File: config.mk
export PLATFORM = sky130hd
export DESIGN_NAME = segment_page_pool_allocator
export DESIGN_NICKNAME = d
export VERILOG_FILES = /design/src/design/sppa_pkg.sv /design/src/design/segment_page_pool_allocator.sv /design/src/design/sppa_ram.sv
export SDC_FILE = /design/constraint.sdc
export NUM_CORES = 1
export LEC_CHECK = 0
export BUFFER_PORTS_ARGS = -buffer_cell sky130_fd_sc_hd__buf_4
export CORE_MARGIN = 5
export CORE_UTILIZATION = 57
export CTS_BUF_LIST = sky130_fd_sc_hd__clkbuf_4 sky130_fd_sc_hd__clkbuf_8
export DETAILED_ROUTE_END_ITERATION = 16
export GPL_ROUTABILITY_DRIVEN = 0
export GPL_TIMING_DRIVEN = 0
export HOLD_SLACK_MARGIN = 0.08
export MAX_ROUTING_LAYER = met4
export PLACE_DENSITY = 0.85
export REMOVE_ABC_BUFFERS = 1
export SYNTH_ARGS = -nofsm -noshare
export SYNTH_HDL_FRONTEND = slang
export SYNTH_SLANG_ARGS = --single-unit
File: constraint.sdc
create_clock -name clock -period 4.3 [get_ports clock]
set_input_delay 0.86 -clock clock [delete_from_list [all_inputs] [get_ports clock]]
set_output_delay 0.86 -clock clock [all_outputs]
set_load 0.05 [all_outputs]
File: src/design/sppa_pkg.sv
package sppa_pkg;

   // Command codes carried in a request.
   typedef enum logic [2:0] {
      CMD_ALLOC           = 3'd0,
      CMD_FREE            = 3'd1,
      CMD_CHECK_WRITE     = 3'd2,
      CMD_HOLD            = 3'd3,
      CMD_TPA_SWAP        = 3'd4,
      CMD_RELEASE_PROCESS = 3'd5,
      CMD_RELEASE_ALL     = 3'd6,
      CMD_TPA_RESTORE     = 3'd7
   } cmd_type;

   // Result kinds.
   localparam logic KIND_MAP   = 1'b0;
   localparam logic KIND_REPLY = 1'b1;

   // Supervisor stack segment and the owner code of a free slot.
   localparam logic [6:0] STACK_SEG  = 7'h3F;
   localparam logic [7:0] OWNER_FREE = 8'h00;

   typedef struct packed {
      cmd_type     cmd;
      logic [6:0]  segment;
      logic [6:0]  process;
      logic [15:0] offset;
      logic [15:0] length;
      logic [15:0] low_bound;
      logic [15:0] stack_top;
      logic        hold_on;
   } req_type;

   typedef struct packed {
      logic       kind;
      logic [6:0] map_segment;
      logic [7:0] map_page;
      logic       map_system_only;
      logic [6:0] reply_value;
      logic [5:0] free_count;
      logic       last;
   } rsp_type;

   // One slot as stored in the slot memory.
   typedef struct packed {
      logic [7:0] owner;
      logic       held;
      logic [7:0] page;
   } slot_entry_type;

   // Command sequencer states.
   typedef enum logic [3:0] {
      S_IDLE,
      S_SINGLE_RD,
      S_SINGLE_EX,
      S_SWAP2,
      S_ALLOC,
      S_HOME,
      S_RST1,
      S_RST2,
      S_RELEASE,
      S_COUNT,
      S_REPLY
   } state_type;

endpackage

File: src/design/segment_page_pool_allocator.sv
// Segment page pool allocator.
// A request is taken on start while busy is low; busy stays high until the
// command is finished. The block answers with a train of results, each on
// rsp_payload for one cycle while rsp_valid is high: first every mapping
// change the command makes (kind 0), then one reply (kind 1, last set) with
// the reply value and the number of free active slots.
// The receiver cannot stall; results are simply presented as the command produces them.
// Slot state lives in one slot memory with a registered read, and
// every command walks it through a single read port.
// Only one command is in work at a time.
// csr_we writes the slots_available register; the user must write it only while idle, as the block does not enforce it.
// After reset all slots are free, each slot points at POOL_BASE_PAGE plus its
// index, the program area sits on TPA_HOME_PAGE and no slot is available.
// Unwritten slots read as their reset value through per-slot valid bits, so
// no clearing pass is needed.
module segment_page_pool_allocator
   import sppa_pkg::*;
#(
   parameter int SLOTS          = 16,
   parameter int SEG_LOW        = 64,
   parameter int UP_SLOTS       = 8,
   parameter int POOL_BASE_PAGE = 8,
   parameter int TPA_SEG        = 2,
   parameter int TPA_HOME_PAGE  = 2
) (
   input  logic       clock,
   input  logic       reset,
   input  logic       start,
   output logic       busy,
   input  req_type    req_payload,
   output logic       rsp_valid,
   output rsp_type    rsp_payload,
   input  logic       csr_we,
   input  logic [5:0] csr_wdata
);

   localparam int IW = (SLOTS > 1) ? $clog2(SLOTS) : 1;
   localparam int CW = $clog2(SLOTS + 1);
   localparam logic [7:0] HOME_PAGE = 8'(TPA_HOME_PAGE);
   localparam logic [6:0] TPA_SEGMENT = 7'(TPA_SEG);

   state_type      state_ff, state_in;
   req_type        req_ff, req_in;
   logic [5:0]     avail_ff, avail_in;
   logic [7:0]     tpa_ff, tpa_in;
   logic [CW-1:0]  rd_idx_ff, rd_idx_in;
   logic           rd_vld_ff, rd_vld_in;
   logic [IW-1:0]  dat_idx_ff, dat_idx_in;
   logic [SLOTS-1:0] written_ff, written_in;
   logic [6:0]     reply_ff, reply_in;
   logic [CW-1:0]  cnt_ff, cnt_in;
   logic           held_any_ff, held_any_in;
   logic           found_ff, found_in;
   logic [IW-1:0]  fidx_ff, fidx_in;
   slot_entry_type fent_ff, fent_in;
   logic [7:0]     aux_ff, aux_in;
   logic           rsp_valid_ff, rsp_valid_in;
   rsp_type        rsp_ff, rsp_in;

   logic           ram_we;
   logic [IW-1:0]  ram_waddr, ram_raddr;
   slot_entry_type ram_wdata, ram_q, rd_ent;

   logic [CW-1:0]  act;
   logic [7:0]     me;
   logic           seg_ok;
   logic [IW-1:0]  seg_idx;
   logic [7:0]     seg8, seg_i;
   logic           check_ok;
   logic           scan_issue, scan_done, in_scan;

   // Logical segment that a slot stands for.
   function automatic logic [6:0] seg_of_slot(input logic [IW-1:0] idx);
      logic [7:0] i8;
      logic [7:0] s;
      i8 = 8'(idx);
      if (i8 < 8'(UP_SLOTS)) begin
         s = 8'(SEG_LOW) + i8;
      end else begin
         s = 8'(SEG_LOW - 1 + UP_SLOTS) - i8;
      end
      return s[6:0];
   endfunction

   // Mapping result.
   function automatic rsp_type map_rsp(input logic [6:0] seg, input logic [7:0] page,
                                       input logic sys);
      rsp_type r;
      r = '0;
      r.kind = KIND_MAP;
      r.map_segment = seg;
      r.map_page = page;
      r.map_system_only = sys;
      return r;
   endfunction

   // Slot memory.
   sppa_ram #(
      .WIDTH($bits(slot_entry_type)),
      .DEPTH(SLOTS)
   ) u_slot_ram (
      .clock(clock),
      .we(ram_we),
      .waddr(ram_waddr),
      .wdata(ram_wdata),
      .raddr(ram_raddr),
      .rdata(ram_q)
   );

   // Active slot count and owner code of the caller.
   assign act = (avail_ff > 6'(SLOTS)) ? CW'(SLOTS) : CW'(avail_ff);
   assign me  = 8'({1'b0, req_ff.process}) + 8'd1;

   // Read data, with never-written slots showing their reset contents.
   always_comb begin
      if (written_ff[dat_idx_ff]) begin
         rd_ent = ram_q;
      end else begin
         rd_ent.owner = OWNER_FREE;
         rd_ent.held  = 1'b0;
         rd_ent.page  = 8'(POOL_BASE_PAGE + int'(dat_idx_ff));
      end
   end

   // Map the requested segment onto an active slot.
   always_comb begin
      seg8 = {1'b0, req_ff.segment};
      if (seg8 >= 8'(SEG_LOW)) begin
         seg_i  = seg8 - 8'(SEG_LOW);
         seg_ok = (seg_i < 8'(UP_SLOTS));
      end else begin
         seg_i  = 8'(UP_SLOTS + SEG_LOW - 1) - seg8;
         seg_ok = 1'b1;
      end
      seg_ok  = seg_ok && (seg_i < 8'(act));
      seg_idx = seg_i[IW-1:0];
   end

   // Write permission check.
   always_comb begin
      if (req_ff.segment == TPA_SEGMENT) begin
         check_ok = 1'b1;
      end else if (req_ff.segment == STACK_SEG) begin
         check_ok = (req_ff.offset >= req_ff.low_bound) &&
                    (req_ff.offset <= req_ff.stack_top) &&
                    (req_ff.length <= (req_ff.stack_top - req_ff.offset));
      end else begin
         check_ok = seg_ok && (rd_ent.owner == me);
      end
   end

   // Walk over the active slots: one read issued per cycle.
   assign in_scan    = (state_ff == S_ALLOC) || (state_ff == S_HOME) ||
                       (state_ff == S_RELEASE) || (state_ff == S_COUNT);
   assign scan_issue = (rd_idx_ff < act);
   assign scan_done  = !scan_issue && !rd_vld_ff;

   // Next state.
   always_comb begin
      state_in = state_ff;
      unique case (state_ff)
         S_IDLE: begin
            if (start) begin
               unique case (req_payload.cmd)
                  CMD_ALLOC:           state_in = S_ALLOC;
                  CMD_FREE,
                  CMD_CHECK_WRITE,
                  CMD_HOLD,
                  CMD_TPA_SWAP:        state_in = S_SINGLE_RD;
                  CMD_RELEASE_PROCESS: state_in = S_RELEASE;
                  CMD_RELEASE_ALL:     state_in = S_HOME;
                  CMD_TPA_RESTORE:     state_in = (tpa_ff == HOME_PAGE) ? S_COUNT : S_HOME;
               endcase
            end
         end
         S_SINGLE_RD: state_in = S_SINGLE_EX;
         S_SINGLE_EX: begin
            if (req_ff.cmd == CMD_TPA_SWAP && seg_ok && rd_ent.owner != OWNER_FREE) begin
               state_in = S_SWAP2;
            end else begin
               state_in = S_COUNT;
            end
         end
         S_SWAP2: state_in = S_COUNT;
         S_ALLOC: begin
            if ((rd_vld_ff && rd_ent.owner == OWNER_FREE) || scan_done) begin
               state_in = S_COUNT;
            end
         end
         S_HOME: begin
            if (scan_done) begin
               if (found_ff && tpa_ff != HOME_PAGE &&
                   (req_ff.cmd == CMD_TPA_RESTORE || !held_any_ff)) begin
                  state_in = S_RST1;
               end else if (req_ff.cmd == CMD_RELEASE_ALL) begin
                  state_in = S_RELEASE;
               end else begin
                  state_in = S_COUNT;
               end
            end
         end
         S_RST1: state_in = S_RST2;
         S_RST2: state_in = (req_ff.cmd == CMD_RELEASE_ALL) ? S_RELEASE : S_COUNT;
         S_RELEASE: begin
            if (scan_done) begin
               state_in = S_COUNT;
            end
         end
         S_COUNT: begin
            if (scan_done) begin
               state_in = S_REPLY;
            end
         end
         S_REPLY: state_in = S_IDLE;
         default: state_in = S_IDLE;
      endcase
   end

   // Datapath, memory accesses and result generation.
   always_comb begin
      req_in       = req_ff;
      avail_in     = csr_we ? csr_wdata : avail_ff;
      tpa_in       = tpa_ff;
      reply_in     = reply_ff;
      cnt_in       = cnt_ff;
      held_any_in  = held_any_ff;
      found_in     = found_ff;
      fidx_in      = fidx_ff;
      fent_in      = fent_ff;
      aux_in       = aux_ff;
      rsp_valid_in = 1'b0;
      rsp_in       = rsp_ff;
      ram_we       = 1'b0;
      ram_waddr    = dat_idx_ff;
      ram_wdata    = rd_ent;
      ram_raddr    = rd_idx_ff[IW-1:0];
      dat_idx_in   = rd_idx_ff[IW-1:0];
      rd_idx_in    = rd_idx_ff;
      rd_vld_in    = 1'b0;

      if (in_scan) begin
         rd_vld_in = scan_issue;
         rd_idx_in = rd_idx_ff + CW'(scan_issue);
      end

      unique case (state_ff)
         S_IDLE: begin
            if (start) begin
               req_in      = req_payload;
               reply_in    = '0;
               found_in    = 1'b0;
               held_any_in = 1'b0;
            end
         end
         S_SINGLE_RD: begin
            ram_raddr  = seg_idx;
            dat_idx_in = seg_idx;
         end
         S_SINGLE_EX: begin
            unique case (req_ff.cmd)
               CMD_FREE: begin
                  if (seg_ok && rd_ent.owner != OWNER_FREE) begin
                     ram_we          = 1'b1;
                     ram_wdata.owner = OWNER_FREE;
                     ram_wdata.held  = 1'b0;
                     rsp_valid_in    = 1'b1;
                     rsp_in          = map_rsp(req_ff.segment, rd_ent.page, 1'b1);
                     reply_in        = 7'd1;
                  end
               end
               CMD_CHECK_WRITE: begin
                  reply_in = {6'b0, check_ok};
               end
               CMD_HOLD: begin
                  if (seg_ok && rd_ent.owner != OWNER_FREE) begin
                     ram_we         = 1'b1;
                     ram_wdata.held = req_ff.hold_on;
                     reply_in       = 7'd1;
                  end
               end
               CMD_TPA_SWAP: begin
                  if (seg_ok && rd_ent.owner != OWNER_FREE) begin
                     ram_we         = 1'b1;
                     ram_wdata.page = tpa_ff;
                     tpa_in         = rd_ent.page;
                     aux_in         = tpa_ff;
                     rsp_valid_in   = 1'b1;
                     rsp_in         = map_rsp(TPA_SEGMENT, rd_ent.page, 1'b0);
                     reply_in       = 7'd1;
                  end
               end
               default: begin
               end
            endcase
         end
         S_SWAP2: begin
            rsp_valid_in = 1'b1;
            rsp_in       = map_rsp(req_ff.segment, aux_ff, 1'b0);
         end
         S_ALLOC: begin
            // Take the first free slot found.
            if (rd_vld_ff && rd_ent.owner == OWNER_FREE) begin
               ram_we          = 1'b1;
               ram_wdata.owner = me;
               rsp_valid_in    = 1'b1;
               rsp_in          = map_rsp(seg_of_slot(dat_idx_ff), rd_ent.page, 1'b0);
               reply_in        = seg_of_slot(dat_idx_ff);
            end
         end
         S_HOME: begin
            // Look for held owned slots and the first slot on the home page.
            if (rd_vld_ff) begin
               if (rd_ent.owner != OWNER_FREE && rd_ent.held) begin
                  held_any_in = 1'b1;
               end
               if (!found_ff && rd_ent.page == HOME_PAGE) begin
                  found_in = 1'b1;
                  fidx_in  = dat_idx_ff;
                  fent_in  = rd_ent;
               end
            end
         end
         S_RST1: begin
            ram_we          = 1'b1;
            ram_waddr       = fidx_ff;
            ram_wdata.owner = fent_ff.owner;
            ram_wdata.held  = fent_ff.held;
            ram_wdata.page  = tpa_ff;
            tpa_in          = HOME_PAGE;
            aux_in          = tpa_ff;
            rsp_valid_in    = 1'b1;
            rsp_in          = map_rsp(TPA_SEGMENT, HOME_PAGE, 1'b0);
            if (req_ff.cmd == CMD_TPA_RESTORE) begin
               reply_in = 7'd1;
            end
         end
         S_RST2: begin
            rsp_valid_in = 1'b1;
            rsp_in       = map_rsp(seg_of_slot(fidx_ff), aux_ff,
                                   fent_ff.owner == OWNER_FREE);
         end
         S_RELEASE: begin
            // Free every unheld slot of the caller.
            if (rd_vld_ff && rd_ent.owner == me && !rd_ent.held) begin
               ram_we          = 1'b1;
               ram_wdata.owner = OWNER_FREE;
               ram_wdata.held  = 1'b0;
               rsp_valid_in    = 1'b1;
               rsp_in          = map_rsp(seg_of_slot(dat_idx_ff), rd_ent.page, 1'b1);
            end
         end
         S_COUNT: begin
            if (rd_vld_ff && rd_ent.owner == OWNER_FREE) begin
               cnt_in = cnt_ff + CW'(1);
            end
         end
         S_REPLY: begin
            rsp_valid_in           = 1'b1;
            rsp_in                 = '0;
            rsp_in.kind            = KIND_REPLY;
            rsp_in.reply_value     = reply_ff;
            rsp_in.free_count      = 6'(cnt_ff);
            rsp_in.last            = 1'b1;
         end
         default: begin
         end
      endcase

      // Every walk starts over from slot zero; reads still in flight are dropped.
      if (state_in != state_ff) begin
         rd_idx_in = '0;
         rd_vld_in = 1'b0;
         if (state_in == S_COUNT) begin
            cnt_in = '0;
         end
      end

      written_in = written_ff;
      if (ram_we) begin
         written_in[ram_waddr] = 1'b1;
      end
   end

   // Control registers.
   always_ff @(posedge clock) begin
      if (reset) begin
         state_ff     <= S_IDLE;
         avail_ff     <= '0;
         tpa_ff       <= HOME_PAGE;
         written_ff   <= '0;
         rd_idx_ff    <= '0;
         rd_vld_ff    <= 1'b0;
         rsp_valid_ff <= 1'b0;
      end else begin
         state_ff     <= state_in;
         avail_ff     <= avail_in;
         tpa_ff       <= tpa_in;
         written_ff   <= written_in;
         rd_idx_ff    <= rd_idx_in;
         rd_vld_ff    <= rd_vld_in;
         rsp_valid_ff <= rsp_valid_in;
      end
   end

   // Payload registers.
   always_ff @(posedge clock) begin
      req_ff      <= req_in;
      dat_idx_ff  <= dat_idx_in;
      reply_ff    <= reply_in;
      cnt_ff      <= cnt_in;
      held_any_ff <= held_any_in;
      found_ff    <= found_in;
      fidx_ff     <= fidx_in;
      fent_ff     <= fent_in;
      aux_ff      <= aux_in;
      rsp_ff      <= rsp_in;
   end

   assign busy        = (state_ff != S_IDLE);
   assign rsp_valid   = rsp_valid_ff;
   assign rsp_payload = rsp_ff;

`ifndef SYNTHESIS
   // Mapping results appear only while a command is still in work.
   a_map_while_busy: assert property (@(posedge clock) disable iff (reset)
      rsp_valid && !rsp_payload.last |-> busy)
      else $error("mapping result outside a command");

   // The reply closes a command and is never followed at once by another result.
   a_reply_alone: assert property (@(posedge clock) disable iff (reset)
      rsp_valid && rsp_payload.last |=> !rsp_valid)
      else $error("result right after a reply");

   // An accepted request makes the block busy.
   a_accept_busy: assert property (@(posedge clock) disable iff (reset)
      start && !busy |=> busy)
      else $error("request accepted but block not busy");

   // A walk never writes the slot it is reading in the same cycle.
   a_no_rw_clash: assert property (@(posedge clock) disable iff (reset)
      in_scan && ram_we && scan_issue |-> ram_waddr != ram_raddr)
      else $error("slot memory read and write collide");

   // The free count never exceeds the pool size.
   a_count_range: assert property (@(posedge clock) disable iff (reset)
      rsp_valid && rsp_payload.kind == KIND_REPLY |-> rsp_payload.free_count <= 6'(SLOTS))
      else $error("free count out of range");
`endif

endmodule

File: src/design/sppa_ram.sv
module sppa_ram #(
   parameter int WIDTH = 17,
   parameter int DEPTH = 16,
   localparam int AW = (DEPTH > 1) ? $clog2(DEPTH) : 1
) (
   input  logic             clock,
   input  logic             we,
   input  logic [AW-1:0]    waddr,
   input  logic [WIDTH-1:0] wdata,
   input  logic [AW-1:0]    raddr,
   output logic [WIDTH-1:0] rdata
);

   logic [WIDTH-1:0] mem [DEPTH];
   logic [WIDTH-1:0] rdata_ff;

   // One write port and one registered read port.
   always_ff @(posedge clock) begin
      if (we) begin
         mem[waddr] <= wdata;
      end
      rdata_ff <= mem[raddr];
   end

   assign rdata = rdata_ff;

endmodule
## Word level (Yosys, flattened, before mapping)

Memory sizes are Yosys's and may differ from the RTL's. A register that Yosys moved wholly into a read port is not among the register bits.
Index checks and enable logic that the tools add are counted.

- Input bits: 92
- Bits in writable memories: 272
- Bits in latches: 0
- Output and inout port bits: 33
- Memory bits (read-only): 0
- Memories: 1
- Word-level logic and storage cells: 226
- Bits in registers: 193

Memory list:

| memory | words | bits a word | read ports | clocked after Yosys merged registers in | write ports | RTL line | text |
|---|---|---|---|---|---|---|---|
| u_slot_ram.mem | 16 | 17 | 1 | 1 | 1 | sppa_ram.sv:14 | `logic [WIDTH-1:0] mem [DEPTH];` |

- Shift operators: 0
- Mux-type cells: 74
- Order comparisons: 13
- $add $sub $neg: 11
- Eq/ne operators: 45
- Bitwise logic cells: 2
- $mul: 0
- Div/mod/pow operators: 0
- Reductions and logical operators: 49

Operators by type and width:

| cell | number |
|---|---|
| 31-bit case mux with 7 select lines | 1 |
| 31-bit 2-to-1 mux | 4 |
| 8-bit 2-to-1 mux | 9 |
| 31-bit case mux with 2 select lines | 1 |
| 8-bit case mux with 2 select lines | 3 |
| 7-bit 2-to-1 mux | 6 |
| 4-bit 2-to-1 mux | 10 |
| 4-bit case mux with 10 select lines | 1 |
| 16-bit less-or-equal comparator | 2 |
| 8-bit case mux with 4 select lines | 1 |
| 7-bit case mux with 4 select lines | 1 |
| 5-bit 2-to-1 mux | 5 |
| 3-bit == test (second input constant) | 7 |
| 4-bit case mux with 5 select lines | 1 |
| 1-bit 2-to-1 mux | 19 |
| 9-bit 2-to-1 mux | 2 |
| 17-bit 2-to-1 mux | 1 |
| 4-bit by 3-bit == test with 1-bit output (second input constant) | 4 |
| 4-bit == test (second input constant) | 4 |
| 8-bit by 2-bit == test with 1-bit output (second input constant) | 2 |
| 16-bit greater-or-equal comparator | 1 |
| 1-bit logical AND | 16 |
| 8-bit zero test | 2 |
| 16-bit OR | 1 |
| other kinds (52) | 90 |

## Logic depth before layout (Yosys ltp)

Gate-level depths: netlist of run 1.

- Word-level depth: 11
- Gate-level depth with buffers: 18
- Mapped depth without buffers: 18

## Cells and area by module

From an unflattened synthesis of run 1, not the netlist that was laid out.

- Cell total of the unflattened synthesis: 1394
- Area, all modules: 20787.4 um2

By module, submodules not included:

| module | times used | area an instance (um2) | cells an instance |
|---|---|---|---|
| sppa_ram | 1 | 10637.7 | 458 |
| segment_page_pool_allocator | 1 | 10149.7 | 936 |

## Worst setup path before layout of run 1

No wires, ideal clock.

- Path type: register to register
- Start: register req_ff[75] (netlist bit)
- End: register rsp_ff (netlist bit rsp_payload[12]), enable pin
- Path slack: -21 ps
- Path buffers: 0
- Clock period less this slack: 4321 ps
- Data arrival time: 3907 ps
- Cell stages (with the launch flop): 12
- Path through: edfxtp_1 inv_1 ha_1 mux2_2 ha_1 nand4_1 a31oi_1 a2111oi_1 nand4b_1 a2111o_1 a21oi_1 nor2b_1

- Word-level cells in the longest chain between the ends: 7
- Elaborated cells on any way between the ends: 12

Ends and longest elaborated chain:

| item | RTL line | text |
|---|---|---|
| from (decl) | segment_page_pool_allocator.sv:43 | `req_type req_ff, req_in;` |
| from (signal assigned) | segment_page_pool_allocator.sv:407 | `req_ff <= req_in;` |
| 7-bit by 7-bit subtractor with 8-bit output (tied with other cells) | segment_page_pool_allocator.sv:129 | `seg_i = seg8 - 8'(SEG_LOW);` |
| 8-bit by 4-bit < comparator with 1-bit output / 8-bit 2-to-1 mux (equally long branches) | segment_page_pool_allocator.sv:130, segment_page_pool_allocator.sv:128 |  |
| 1-bit 2-to-1 mux / 8-bit by 5-bit < comparator with 1-bit output (equally long branches) | segment_page_pool_allocator.sv:128, segment_page_pool_allocator.sv:135 |  |
| 1-bit logical AND * | segment_page_pool_allocator.sv:135 | `seg_ok = seg_ok && (seg_i < 8'(act));` |
| 1-bit logical AND * | segment_page_pool_allocator.sv:262, segment_page_pool_allocator.sv:282 |  |
| 3-bit != test (no source line) | n/a |  |
| 6-bit AND reduction (no source line) * | n/a |  |
| to (signal assigned) | segment_page_pool_allocator.sv:416 | `rsp_ff <= rsp_in;` |
| to (decl) | segment_page_pool_allocator.sv:58 | `rsp_type rsp_ff, rsp_in;` |

Mark *: on every way between the ends. The rest lies on a longest branch, timed or not.
A chain may end at the register's enable or synchronous reset.

## Worst setup path in the final report of run 1

- Start: register dat_idx_ff[2]
- End: memory u_slot_ram.mem[10][6], enable pin

- Word-level cells in the longest chain between the ends: 10
- Elaborated cells on any way between the ends: 19

Ends and longest elaborated chain:

| item | RTL line | text |
|---|---|---|
| from (decl) | segment_page_pool_allocator.sv:48 | `logic [IW-1:0] dat_idx_ff, dat_idx_in;` |
| from (signal assigned) | segment_page_pool_allocator.sv:408 | `dat_idx_ff <= dat_idx_in;` |
| 1-bit binary-select mux with 4-bit select | segment_page_pool_allocator.sv:116 | `if (written_ff[dat_idx_ff]) begin` |
| 1-bit 2-to-1 mux (implied by the code) | segment_page_pool_allocator.sv:116 |  |
| 17-bit 2-to-1 mux | segment_page_pool_allocator.sv:116 |  |
| 8-bit == test / 8-bit nonzero test (equally long branches) | n/a |  |
| 1-bit logical AND (on tied branches) | n/a |  |
| 1-bit logical AND / 1-bit 2-to-1 mux (equally long branches) | n/a |  |
| 1-bit 2-to-1 mux (on tied branches) | n/a |  |
| 1-bit case mux with 4 select lines | segment_page_pool_allocator.sv:246 | `unique case (state_ff)` |
| 1-bit 2-to-1 mux | sppa_ram.sv:19 | `if (we) begin` |
| 1-bit 2-to-1 mux (implied by the code) | sppa_ram.sv:20 | `mem[waddr] <= wdata;` |
| to (decl) | sppa_ram.sv:14 |  |

Parallel ways exist; a longest one is shown, timed or not. The select of a mux whose other input is x is not followed.

==> results by group, run 1 <==
Run status
  • Status: finished clean

Final layout
  • Area growth syn-to-layout: 19.2%
  • Finished Layout Cells: 2,488
  • Nets@finish: around 2,100
  • Core Util, Final: 68.8%
  • Fillers: 2,274
  • Non-Filler Cell Area, Final: 25,100 um2
  • Share of cells above drive strength 1: 18.4%
  • Antenna cell count: 0

Global route
  • Met3 usage: 5.52%
  • First-pass GRT wire length: between 80,000 and 90,000 um
  • Gr ovfl total: 0
  • GRT Max-Usage Layer: met2
  • Vias in the first global route: 15,800
  • Gr usage total: 27.7%
  • Initial antenna violation count: 0
  • Pin count of the biggest net entering global routing: 90
  • Grt met2 use: 45.2%
  • M1 GR Usage: 33.2%

Logic synthesis
  • Cell count after synthesis: 1,791
  • Yosys warns: 0
  • Top_reg_cell synth: edfxtp_1
  • Post-synth ARST share: 0%
  • Flops & latches, synth: 476
  • Avg Cell Area, Syn: 11.8 um2
  • Post-Syn Area: 21,100 um2
  • Post-synth EDFFs: 409
  • Register area share after synthesis: 64.6%
  • Netlist cell types: 75

Timing
  • Hold Slack: around 380 ps
  • RSZ-0062 raised after global routing: true
  • Max_slew headroom: 18.1%
  • Worst slew pin tran: between 1000 and 1500 ps
  • Fin crit share: 96.8%
  • Max-slew violation count: 0
  • Post-route setup TNS: 0 ps
  • Final Hold Fails: 0
  • Setup-failing EPs final: 0
  • FMAX: 240 MHz
  • Clk_skew: 53.2 ps
  • Setup WS post-layout: around 140 ps
  • Min Tclk post-route: between 4000 and 5000 ps

Drt
  • Routed WL per cell: 22.8 um
  • DRT antenna net count: 0
  • Initial drt markers: roughly 2,000
  • Vias: 15,700
  • Initial DRT Pass Iterations: 6
  • Vias per cell: 6.33
  • WL final: 56,700 um
  • Drt drc: 0

Pwr
  • Comb power frac: approximately a quarter
  • Sequential power share: 44.8%
  • Switching portion of total power: 31.9%
  • Peak VDD IR: 290 uV
  • Psw: 4.09 mW
  • Clock network power share: 31.7%
  • Power, Total: 12.9 mW
  • Leakage power total: 9.46 nW
  • Internal power: 8.76 mW
  • Power per Cell Area: 512 nW/um2

Worst hold path
  • Worst Hold Class: in -> reg

Clock tree
  • Clock-pin slew on the worst setup and hold paths: 70 ps
  • Clk_lat worst skew: 660 ps
  • Total CTS buffers: 76
  • Num Clock Sinks: 476
  • # H-tree levels: 3
  • TritonCTS clock tree: yes
  • Clock Path Buffers: 3
  • CTS Root Cell: clkbuf_8

Floorplanning
  • Die width: approximately 200 um
  • Die Area: between 40,000 and 50,000 um2
  • Core outline area: 36,500 um2
  • Initial Util: 57.7%
  • Row count: 70
  • I/O pins: 125
  • Die H: 202 um

Critical path
  • Crit Path Max Fanout: 13
  • Worst Path Class, Setup: reg -> reg
  • Worst EP required: 4640 ps
  • Startpoint Class: flip-flop
  • Setup crit end kind: flip-flop
  • CP Data Arrival Time: 4510 ps

Placed design
  • I/O Buffers: 123
  • Setup WS pre-CTS: -705 ps
  • HPWL Detailed: 34,900 um
  • DP Area: approximately 23,000 um2
  • Placed instance count: about 2,300

Job
  • Max_cap viols: 0
sequential cells by signal, summed over array words and instances (netlist names):
register          cells
rsp_payload          27
dat_idx_ff            4
fent_ff               9
aux_ff                8
found_ff              1
rsp_valid             1
fidx_ff               4
state_ff              4
u_slot_ram.rdata     17
tpa_ff                8
rd_idx_ff             5
written_ff           16
cnt_ff                5
req_ff               82
reply_ff              5
avail_ff              6
u_slot_ram.mem      272
held_any_ff           1
rd_vld_ff             1
path summary, 6_finish.rpt:
| path | cells after the start | slack [ps] | endpoint | from |
|---|---|---|---|---|
| worst min register to register | 2 | 480 | written_ff[1] | written_ff[1] |
| worst min-delay path | 1 | 380 | req_ff[30] | req_payload[30] |
| worst max-delay path | 9 | 140 | u_slot_ram.mem[10][6] | dat_idx_ff[2] |
| worst max register to register | 9 | 140 | u_slot_ram.mem[10][6] | dat_idx_ff[2] |
layout by cell type, fill, tap and decap left out, drive strengths merged, types with 10 or more instances in the layout:
cell	netlist	routed
edfxtp	409	409
nand2	329	329
buf	22	178
nand3	171	171
clkbuf	70	105
nor2	92	92
inv	77	79
dfxtp	67	67
ha	61	61
o21ai	46	46
a21oi	39	39
and3	38	38
a311oi	37	37
clkinv	2	30
a31oi	27	27
nor2b	27	27
xor2	24	24
a21o	21	21
o22ai	21	21
nand4	20	20
mux2i	19	20
nor3	19	19
nand2b	18	18
xnor2	16	16
mux2	10	10
layer usage:
layer | part of all wire, % | wire length (um)
met2 | 49 | 27700
met4 | 5.0 | 2830
met5 | 0 | 0
met1 | 36 | 20200
met3 | 11 | 5960
layout make-up:
| cell class | count | area [um2] | share of cell area [%] |
|---|---|---|---|
| sequential | 476 | 13600 | 54.2 |
| multi-input combinational | 1145 | 7110 | 28.3 |
| timing repair buffer | 178 | 1900 | 7.58 |
| clock buffer | 105 | 1290 | 5.13 |
| tap | 468 | 586 | 2.33 |
| inverter | 79 | 307 | 1.22 |
| clock inverter | 37 | 303 | 1.21 |
cells in the mapped netlist (7+ instances only):
cell | number | share of area [%]
nand3_1 | 171 | 4.1
inv_1 | 77 | 1.4
buf_2 | 14 | 0.33
xor2_1 | 24 | 1.0
o22ai_1 | 21 | 0.62
clkbuf_1 | 70 | 1.2
o21a_1 | 8 | 0.28
nor3_1 | 19 | 0.45
o21ai_0 | 39 | 0.93
mux2i_1 | 19 | 0.90
a31oi_1 | 27 | 0.80
and3_1 | 38 | 1.1
edfxtp_1 | 409 | 58
o221ai_1 | 7 | 0.29
dfxtp_1 | 67 | 6.4
nand4_1 | 20 | 0.59
nand2b_1 | 18 | 0.53
xnor2_1 | 16 | 0.66
a311oi_1 | 37 | 1.5
a21o_1 | 21 | 0.75
a21oi_1 | 39 | 0.93
ha_1 | 61 | 3.6
nor2b_1 | 27 | 0.80
nand2_1 | 329 | 5.9
nor2_1 | 86 | 1.5
a211oi_1 | 7 | 0.25
power by group through the flow:
stage / combinational (mW) / clock, mW / sequential, mW
after global routing: 3.29 / 4.34 / 5.77
after global placement: 2.68 / 0 / 5.83
after detailed placement: 2.85 / 0 / 5.82
after CTS: 2.95 / 4.10 / 5.73
after floorplan: 1.77 / 0 / 5.93
final: 3.03 / 4.07 / 5.75
critical path: stages, from the launching register on:
cell     delay (ps)
dfxtp_1         600
mux2_1          370
mux4_2          540
mux2i_4         470
o22ai_1         180
a22oi_1         310
nand2_1         250
o31a_1          590
nor2b_4         300
buf_4           230
what timing repair did:
item / CTS / global route
endpoints found under the setup margin: 493 / 207
cloned: 1 / 0
hold buffers: 0 / 0
setup buffers: 20 / 2
resized for setup: 28 / 11
pin swaps: 5 / 1
cell families (layout without fill, tap and decap cells):
logic type	count (synthesis)	in the layout	synth area share, %
other cells	1	1	0.0178
compound gates	258	258	8.56
buf+inv	171	399	3.25
fa+ha+maj	62	62	3.72
xor+xnor	40	40	1.66
mux	32	33	1.77
flops	476	476	64.6
simple gates	751	751	16.4
No activity file was read; power rests on OpenSTA's default activity.
==> inputs of run 2 (changes only) <==
--- a/config.mk
+++ b/config.mk
@@ -7,14 +7,14 @@
 export LEC_CHECK = 0
 export BUFFER_PORTS_ARGS = -buffer_cell sky130_fd_sc_hd__buf_4
 export CORE_MARGIN = 5
-export CORE_UTILIZATION = 57
+export CORE_UTILIZATION = 60
 export CTS_BUF_LIST = sky130_fd_sc_hd__clkbuf_4 sky130_fd_sc_hd__clkbuf_8
 export DETAILED_ROUTE_END_ITERATION = 16
 export GPL_ROUTABILITY_DRIVEN = 0
 export GPL_TIMING_DRIVEN = 0
 export HOLD_SLACK_MARGIN = 0.08
 export MAX_ROUTING_LAYER = met4
-export PLACE_DENSITY = 0.85
+export PLACE_DENSITY = 0.86
 export REMOVE_ABC_BUFFERS = 1
 export SYNTH_ARGS = -nofsm -noshare
 export SYNTH_HDL_FRONTEND = slang
==> constraint.sdc (replaced) <==
create_clock -name clock -period 4.9 [get_ports clock]
set_input_delay 0.98 -clock clock [delete_from_list [all_inputs] [get_ports clock]]
set_output_delay 0.98 -clock clock [all_outputs]
set_load 0.05 [all_outputs]
==> results by group, run 2 (synthesis gave the netlist of run 1 again) <==
Clock tree
  • Clock-pin slew on the worst setup and hold paths: 70 ps (about the same)
  • Total CTS buffers: 75 (was 76)
  • Clock Path Buffers: 3 (unchanged)
  • CTS Root Cell: clkbuf_8 (unchanged)
  • TritonCTS clock tree: yes (unchanged)
  • Clk_lat worst skew: 630 ps (was 660 ps)
  • Num Clock Sinks: 476 (unchanged)
  • Hold Buf Count CTS: 0 (unchanged)
  • # H-tree levels: 3 (unchanged)

Critical path
  • Reg-to-reg slack, setup: 60 ps (was 140 ps)
  • CP Data Arrival Time: 4950 ps (was 4510 ps)
  • Startpoint Class: flip-flop (unchanged)
  • Worst-path cell chain: inv_1 > ha_1 > mux2_2 > ha_1 > nand4_1 > a31oi_1 > a2111oi_1 > nand4b_1 > o31a_1 > or3_1 > o21ai_2 > o221ai_1 (was mux2_1 > mux4_2 > mux2i_4 > o22ai_1 > a22oi_1 > nand2_1 > o31a_1 > nor2b_4 > buf_4)
  • R2r worst-path depth: 12 (was 9)
  • CP max stage delay: 640 ps (was 600 ps)
  • Crit-path slowest cell: o221ai_1 (was dfxtp_1)
  • Worst EP required: 5010 ps (was 4640 ps)
  • Setup crit end kind: flip-flop (unchanged)
  • Most used cell, CP: ha_1
  • Worst Path Class, Setup: reg -> reg (unchanged)
  • Crit Path Max Fanout: 16 (was 13)
  • FF-to-FF End: u_slot_ram.mem[12][9] (was u_slot_ram.mem[10][6])
  • Reg2reg start: req_ff[75] (was dat_idx_ff[2])

Placed design
  • Placed instance count: 2,312 (was 2,323)
  • HPWL Detailed: 35,000 um (was 34,900 um)
  • I/O Buffers: 123 (unchanged)

Worst hold path
  • Worst Hold Class: reg -> reg (was in -> reg)
  • Hold Path Depth: 2 (was 1)
  • Worst hold endpoint: written_ff[4] (was req_ff[30])
  • Worst hold start: written_ff[4] (was req_payload[30])

Drt
  • Vias: 15,500 (was 15,700)
  • WL final: 53,800 um (was 56,700 um)
  • Drt drc: 0 (unchanged)
  • Vias per cell: 6.34 (was 6.33)
  • DRT antenna net count: 0 (unchanged)
  • Initial drt markers: 1,878 (was 1,970)
  • Initial DRT Pass Iterations: 6 (unchanged)
  • Routed WL per cell: 22.0 um (was 22.8 um)

Final layout
  • Largest Register: u_slot_ram.mem (unchanged)
  • Most frequent cells in the layout: edfxtp_1 (409), nand2_1 (329), nand3_1 (171) (unchanged)
  • Antenna cell count: 0 (unchanged)
  • Top flop regs: u_slot_ram.mem (272), req_ff (82), rsp_payload (27) (unchanged)
  • Area growth syn-to-layout: 16.7% (was 19.2%)
  • Nets@finish: 2,088 (was 2,110)
  • Finished Layout Cells: 2,448 (was 2,488)
  • Commonest non-fill, non-tap cell in the layout: edfxtp_1 (unchanged)
  • Max reg flops: 272 (unchanged)
  • Fillers: 2,071 (was 2,274)
  • Share of cells above drive strength 1: 16.8% (was 18.4%)

Timing
  • Max-slew violation count: 0 (unchanged)
  • Clk_skew: 37.5 ps (was 53.2 ps)
  • RSZ-0062 raised after global routing: true (unchanged)
  • Worst slew pin tran: 1390 ps (was 1220 ps)
  • Max_slew headroom: 7.19% (was 18.1%)
  • Fin crit share: 98.8% (was 96.8%)
  • Min Tclk post-route: 4840 ps (was 4160 ps)
  • FMAX: 206 MHz (was 240 MHz)
  • Setup-failing EPs final: 0 (unchanged)
  • Final Hold Fails: 0 (unchanged)

Run status
  • Status: finished clean (unchanged)

Job
  • Max_cap viols: 0 (unchanged)

Floorplanning
  • Initial Util: 60.9% (was 57.7%)
  • Die Area: 39,000 um2 (was 40,900 um2)
  • Core outline area: 34,600 um2 (was 36,500 um2)
  • Die width: 197 um (was 202 um)
  • Die H: 197 um (was 202 um)
  • I/O pins: 125 (unchanged)
  • Row count: 68 (was 70)

Global route
  • Vias in the first global route: 15,500 (was 15,800)
  • First-pass GRT wire length: 82,400 um (was 86,500 um)
  • Gr ovfl total: 0 (unchanged)
  • Pin count of the biggest net entering global routing: 89 (was 90)
  • Gr usage total: 27.8% (was 27.7%)
  • Initial antenna violation count: 0 (unchanged)

Pwr
  • Power per Cell Area: 447 nW/um2 (was 512 nW/um2)
  • Peak VDD IR: 300 uV (was 290 uV)
  • Leakage power total: 9.28 nW (was 9.46 nW)
  • Power, Total: 11.0 mW (was 12.9 mW)
## run 2: worst max-delay path, delay by kind of cell, from the launching register on
kind | cells | cell delay (ps)
buffers and inverters | 1 | 100
AO/OA/AOI/OAI | 5 | 1910
flip-flops | 1 | 510
multiplexers | 1 | 270
AND/OR/NAND/NOR | 3 | 920
adder cells (fa/ha/maj) | 2 | 610
## run 2: worst max path at each step
stage | from | endpoint
after floorplan | state_ff[0] | u_slot_ram.rdata[0]
after global placement | state_ff[0] | u_slot_ram.rdata[6]
after detailed placement | dat_idx_ff[2] | u_slot_ram.mem[1][14]
after CTS | req_ff[75] | u_slot_ram.mem[13][14]
after global routing | req_ff[75] | u_slot_ram.mem[3][13]
final | req_ff[75] | u_slot_ram.mem[12][9]
## run 2: layout make-up
class	count	area (um2)	area share, %
clock buffers	110	1330	5.42
clock inverters	26	159	0.646
inverters	79	303	1.23
multi-input cells	1144	6920	28.1
flip-flops and latches	476	13600	55.4
well taps	455	569	2.31
repair buffers	158	1690	6.88
## run 2: metal layers
layer / GRT usage (%) / routed length, um
met1: 34.4 / 19500
met2: 44.9 / 26000
met3: 4.86 / 5880
met4: 12.9 / 2530
met5: - / 0
## run 2: per-stage QoR
| stage | utilization [%] | setup slack (ps) | hold WS, ps | area (um2) | setup TNS (ps) |
|---|---|---|---|---|---|
| after CTS | 70.9 | 156 | 477 | 24600 | 0 |
| after floorplan | - | -7090 | 445 | 20700 | -128510 |
| after detailed placement | 66.6 | -60.2 | 462 | 23100 | -624 |
| final | 71.0 | 56.7 | 481 | 24600 | 0 |
| after global placement | 64.1 | -15440 | 456 | 22200 | -533110 |
| after global routing | 71.0 | -218 | 500 | 24600 | -12750 |
## run 2: power by group
part	switching, mW	internal [mW]	total [mW]	leakage, nW
clock network	1.55	1.81	3.36	0.793
logic	1.63	0.953	2.58	4.21
registers	0.274	4.77	5.05	4.28
## run 2: timing repair
action / 4_1_cts / 5_1_grt
endpoints found under the setup margin: 41 / 142
resized for setup: 2 / 8
buffers inserted: 0 / 0
==> inputs of run 3 (changes only) <==
--- a/config.mk
+++ b/config.mk
@@ -5,6 +5,7 @@
 export SDC_FILE = /design/constraint.sdc
 export NUM_CORES = 1
 export LEC_CHECK = 0
+export ABC_AREA = 1
 export BUFFER_PORTS_ARGS = -buffer_cell sky130_fd_sc_hd__buf_4
 export CORE_MARGIN = 5
 export CORE_UTILIZATION = 60
==> results by group, run 3 <==
Run status
  • Status: finished, violations left (was finished clean)
  • Failing checks: capacitance limit

Drt
  • DRT antenna net count: 0 (unchanged)
  • Routed WL per cell: 19.5 um (was 22.0 um)
  • WL final: 53,600 um (was 53,800 um)
  • Vias: 16,300 (was 15,500)
  • Initial DRT Pass Iterations: 6 (unchanged)
  • Vias per cell: 5.94 (was 6.34)
  • Initial drt markers: 2,144 (was 1,878)
  • Drt drc: 0 (unchanged)

Logic synthesis
  • Flops & latches, synth: 476 (unchanged)
  • Top post-synthesis cells by area: edfxtp_1 (56%), nand2_1 (6.8%), dfxtp_1 (6.1%) (was edfxtp_1 (58%), dfxtp_1 (6.4%), nand2_1 (5.9%))
  • Most frequent cells after synthesis: edfxtp_1 (409), nand2_1 (394), inv_1 (335), nor2_1 (138), o211ai_1 (118) (was edfxtp_1 (409), nand2_1 (329), nand3_1 (171), nor2_1 (86), inv_1 (77))
  • Post-synth top area share: 56.3% (was 58.3%)
  • Cell count after synthesis: 2,085 (was 1,791)
  • Post-Syn Area: 21,800 um2 (was 21,100 um2)
  • Post-synth ARST share: 0% (unchanged)
  • Synth area leader: edfxtp_1 (unchanged)
  • Netlist cell types: 55 (was 75)
  • Most common cell in the netlist: edfxtp_1 (unchanged)
  • Avg Cell Area, Syn: 10.5 um2 (was 11.8 um2)
  • Top_reg_cell synth: edfxtp_1 (unchanged)
  • Register area share after synthesis: 62.4% (was 64.6%)
  • Post-synth EDFFs: 409 (unchanged)
  • Yosys warns: 0 (unchanged)

Final layout
  • Most frequent cells in the layout: edfxtp_1 (409), nand2_1 (394), inv_1 (333) (was edfxtp_1 (409), nand2_1 (329), nand3_1 (171))
  • Area growth syn-to-layout: 14.2% (was 16.7%)
  • Top flop regs: u_slot_ram.mem (272), req_ff (82), rsp_payload (27) (unchanged)
  • Commonest non-fill, non-tap cell in the layout: edfxtp_1 (unchanged)
  • Max reg flops: 272 (unchanged)
  • Nets@finish: 2,383 (was 2,088)
  • Largest Register: u_slot_ram.mem (unchanged)
  • Core Util, Final: 69.7% (was 71.0%)
  • Antenna cell count: 0 (unchanged)
  • Share of cells above drive strength 1: 14.3% (was 16.8%)

Timing
  • Max-slew violation count: 0 (unchanged)
  • Worst slew pin tran: 1480 ps (was 1390 ps)
  • Max_slew headroom: 1.15% (was 7.19%)
  • FMAX: 221 MHz (was 206 MHz)
  • Final Hold Fails: 0 (unchanged)
  • Min Tclk post-route: 4520 ps (was 4840 ps)
  • Setup-failing EPs final: 0 (unchanged)
  • Fin crit share: 92.2% (was 98.8%)
  • Clk_skew: 37.1 ps (was 37.5 ps)
  • RSZ-0062 raised after global routing: false (was true)

Pwr
  • Power per Cell Area: 580 nW/um2 (was 447 nW/um2)
  • Leakage power total: 10.0 nW (was 9.28 nW)
  • Power, Total: 14.4 mW (was 11.0 mW)
  • Peak VDD IR: 335 uV (was 300 uV)

Worst hold path
  • Hold Path Depth: 0 (was 2)
  • Worst Hold Class: reg -> reg (unchanged)

Critical path
  • Crit-path slowest cell: dfxtp_1 (was o221ai_1)
  • CP endpoint: u_slot_ram.mem[0][4] (was u_slot_ram.mem[12][9])
  • Crit Path Max Fanout: 18 (was 16)
  • Setup crit end kind: flip-flop (unchanged)
  • R2r worst-path depth: 16 (was 12)
  • Reg-to-reg slack, setup: 380 ps (was 60 ps)
  • Most used cell, CP: nand2_1 (was ha_1)
  • Reg2reg start: dat_idx_ff[0] (was req_ff[75])
  • Worst EP required: 5120 ps (was 5010 ps)
  • CP max stage delay: 660 ps (was 640 ps)
  • Worst-path cell chain: inv_2 > nand2_1 > nand3_1 > nand2_1 > nand2_1 > nand2_4 > inv_2 > nand2_2 > o41ai_2 > nand2_2 > nand2_1 > nand2_1 > nand2_1 > inv_2 > nand2_1 > o21ai_1 (was inv_1 > ha_1 > mux2_2 > ha_1 > nand4_1 > a31oi_1 > a2111oi_1 > nand4b_1 > o31a_1 > or3_1 > o21ai_2 > o221ai_1)
  • Worst Path Class, Setup: reg -> reg (unchanged)
  • FF-to-FF End: u_slot_ram.mem[0][4] (was u_slot_ram.mem[12][9])
  • Worst Setup SP: dat_idx_ff[0] (was req_ff[75])
  • CP Data Arrival Time: 4730 ps (was 4950 ps)
  • Startpoint Class: flip-flop (unchanged)

Floorplanning
  • Die H: 201 um (was 197 um)
  • Die Area: 40,300 um2 (was 39,000 um2)
  • Die width: 201 um (was 197 um)
  • Row count: 69 (was 68)
  • Initial Util: 61.1% (was 60.9%)
  • Core outline area: 35,700 um2 (was 34,600 um2)
  • I/O pins: 125 (unchanged)

Placed design
  • HPWL Detailed: 34,600 um (was 35,000 um)
  • I/O Buffers: 123 (unchanged)

Clock tree
  • Clock-pin slew on the worst setup and hold paths: 70 ps (about the same)
  • # H-tree levels: 3 (unchanged)
  • Clock Path Buffers: 3 (unchanged)
  • Cts repair resizes: 0 (was 2)
  • Total CTS buffers: 75 (unchanged)
  • Setup bufs post-CTS: 0 (unchanged)
  • CTS Root Cell: clkbuf_8 (unchanged)
  • Num Clock Sinks: 476 (unchanged)
  • Hold Buf Count CTS: 0 (unchanged)
  • TritonCTS clock tree: yes (unchanged)
  • Clk_lat worst skew: 600 ps (was 630 ps)

Global route
  • Vias in the first global route: 16,200 (was 15,500)
  • Gr ovfl total: 0 (unchanged)
  • Pin count of the biggest net entering global routing: 82 (was 89)
  • First-pass GRT wire length: 83,400 um (was 82,400 um)
  • Initial antenna violation count: 0 (unchanged)
  • Gr usage total: 26.6% (was 27.8%)

Job
  • Max_cap viols: 2 (was 0)
## run 3: cell count changes in the layout (fill, tap and decap cells not counted), moves of 58 or more
cell and delta:
a21oi_1 +58, inv_1 +258, nand2_1 +65, nand3_1 -62
o211ai_1 +117, o21ai_0 +59
## run 3: critical path, delay by kind of cell, from the launching register on
kind / cells / cell delay, ps
AO/OA/AOI/OAI: 2 / 1010
flip-flops: 1 / 660
AND/OR/NAND/NOR: 11 / 1770
buffers and inverters: 3 / 700
## run 3: worst min-delay path by stage
stage                     slack [ps]       from   endpoint
after CTS                        450  tpa_ff[1]  aux_ff[1]
after detailed placement         440  tpa_ff[1]  aux_ff[1]
after floorplan                  410  tpa_ff[1]  aux_ff[1]
after global routing             460  tpa_ff[1]  aux_ff[1]
final                            460  tpa_ff[1]  aux_ff[1]
after global placement           410  tpa_ff[1]  aux_ff[1]
## run 3: per-stage QoR
step | setup TNS, ps | hold slack (ps) | worst slack [ps] | area [um2] | cells
finish | 0 | 457 | 385 | 24900 | 2749
global route | 0 | 464 | 159 | 24900 | 2749
CTS | 0 | 452 | 297 | 24900 | 2749
detailed placement | 0 | 435 | 363 | 23400 | 2613
global placement | -282330 | 414 | -15910 | 23000 | 2596
floorplan | -187880 | 408 | -10720 | 21500 | 2012
## run 3: cell families after synthesis
| logic type | after synthesis | share of synthesized area, % |
|---|---|---|
| flip-flops | 476 | 62.4 |
| adder cells (fa/ha/maj) | 62 | 3.59 |
| AND/OR/NAND/NOR | 727 | 14.4 |
| other | 1 | 0.0172 |
| XOR/XNOR | 31 | 1.24 |
| AO/OA/AOI/OAI | 370 | 10.7 |
| buffers and inverters | 418 | 7.55 |
## run 3: cell type report
class	count	area [um2]
fill	2323	10800
clock inverter	26	179
sequential	476	13600
clock buffer	110	1350
timing repair buffer	140	1300
multi-input combinational	1191	6600
tap	461	577
inverter	345	1300
## run 3: report_power, final
part / total (mW) / internal, mW / switching (mW)
clock: 3.41 / 1.88 / 1.52
combinational: 5.34 / 1.65 / 3.68
sequential: 5.70 / 5.39 / 0.312
total: 14.4 / 8.92 / 5.52
## run 3: layer usage
metal / track usage [%] / share of wire (%) / vias up
met5: - / 0 / -
met4: 12.1 / 4.9 / 0
li1: - / - / 7458
met1: 32.2 / 36 / 7578
met3: 5.04 / 9.9 / 230
met2: 44.0 / 49 / 1062
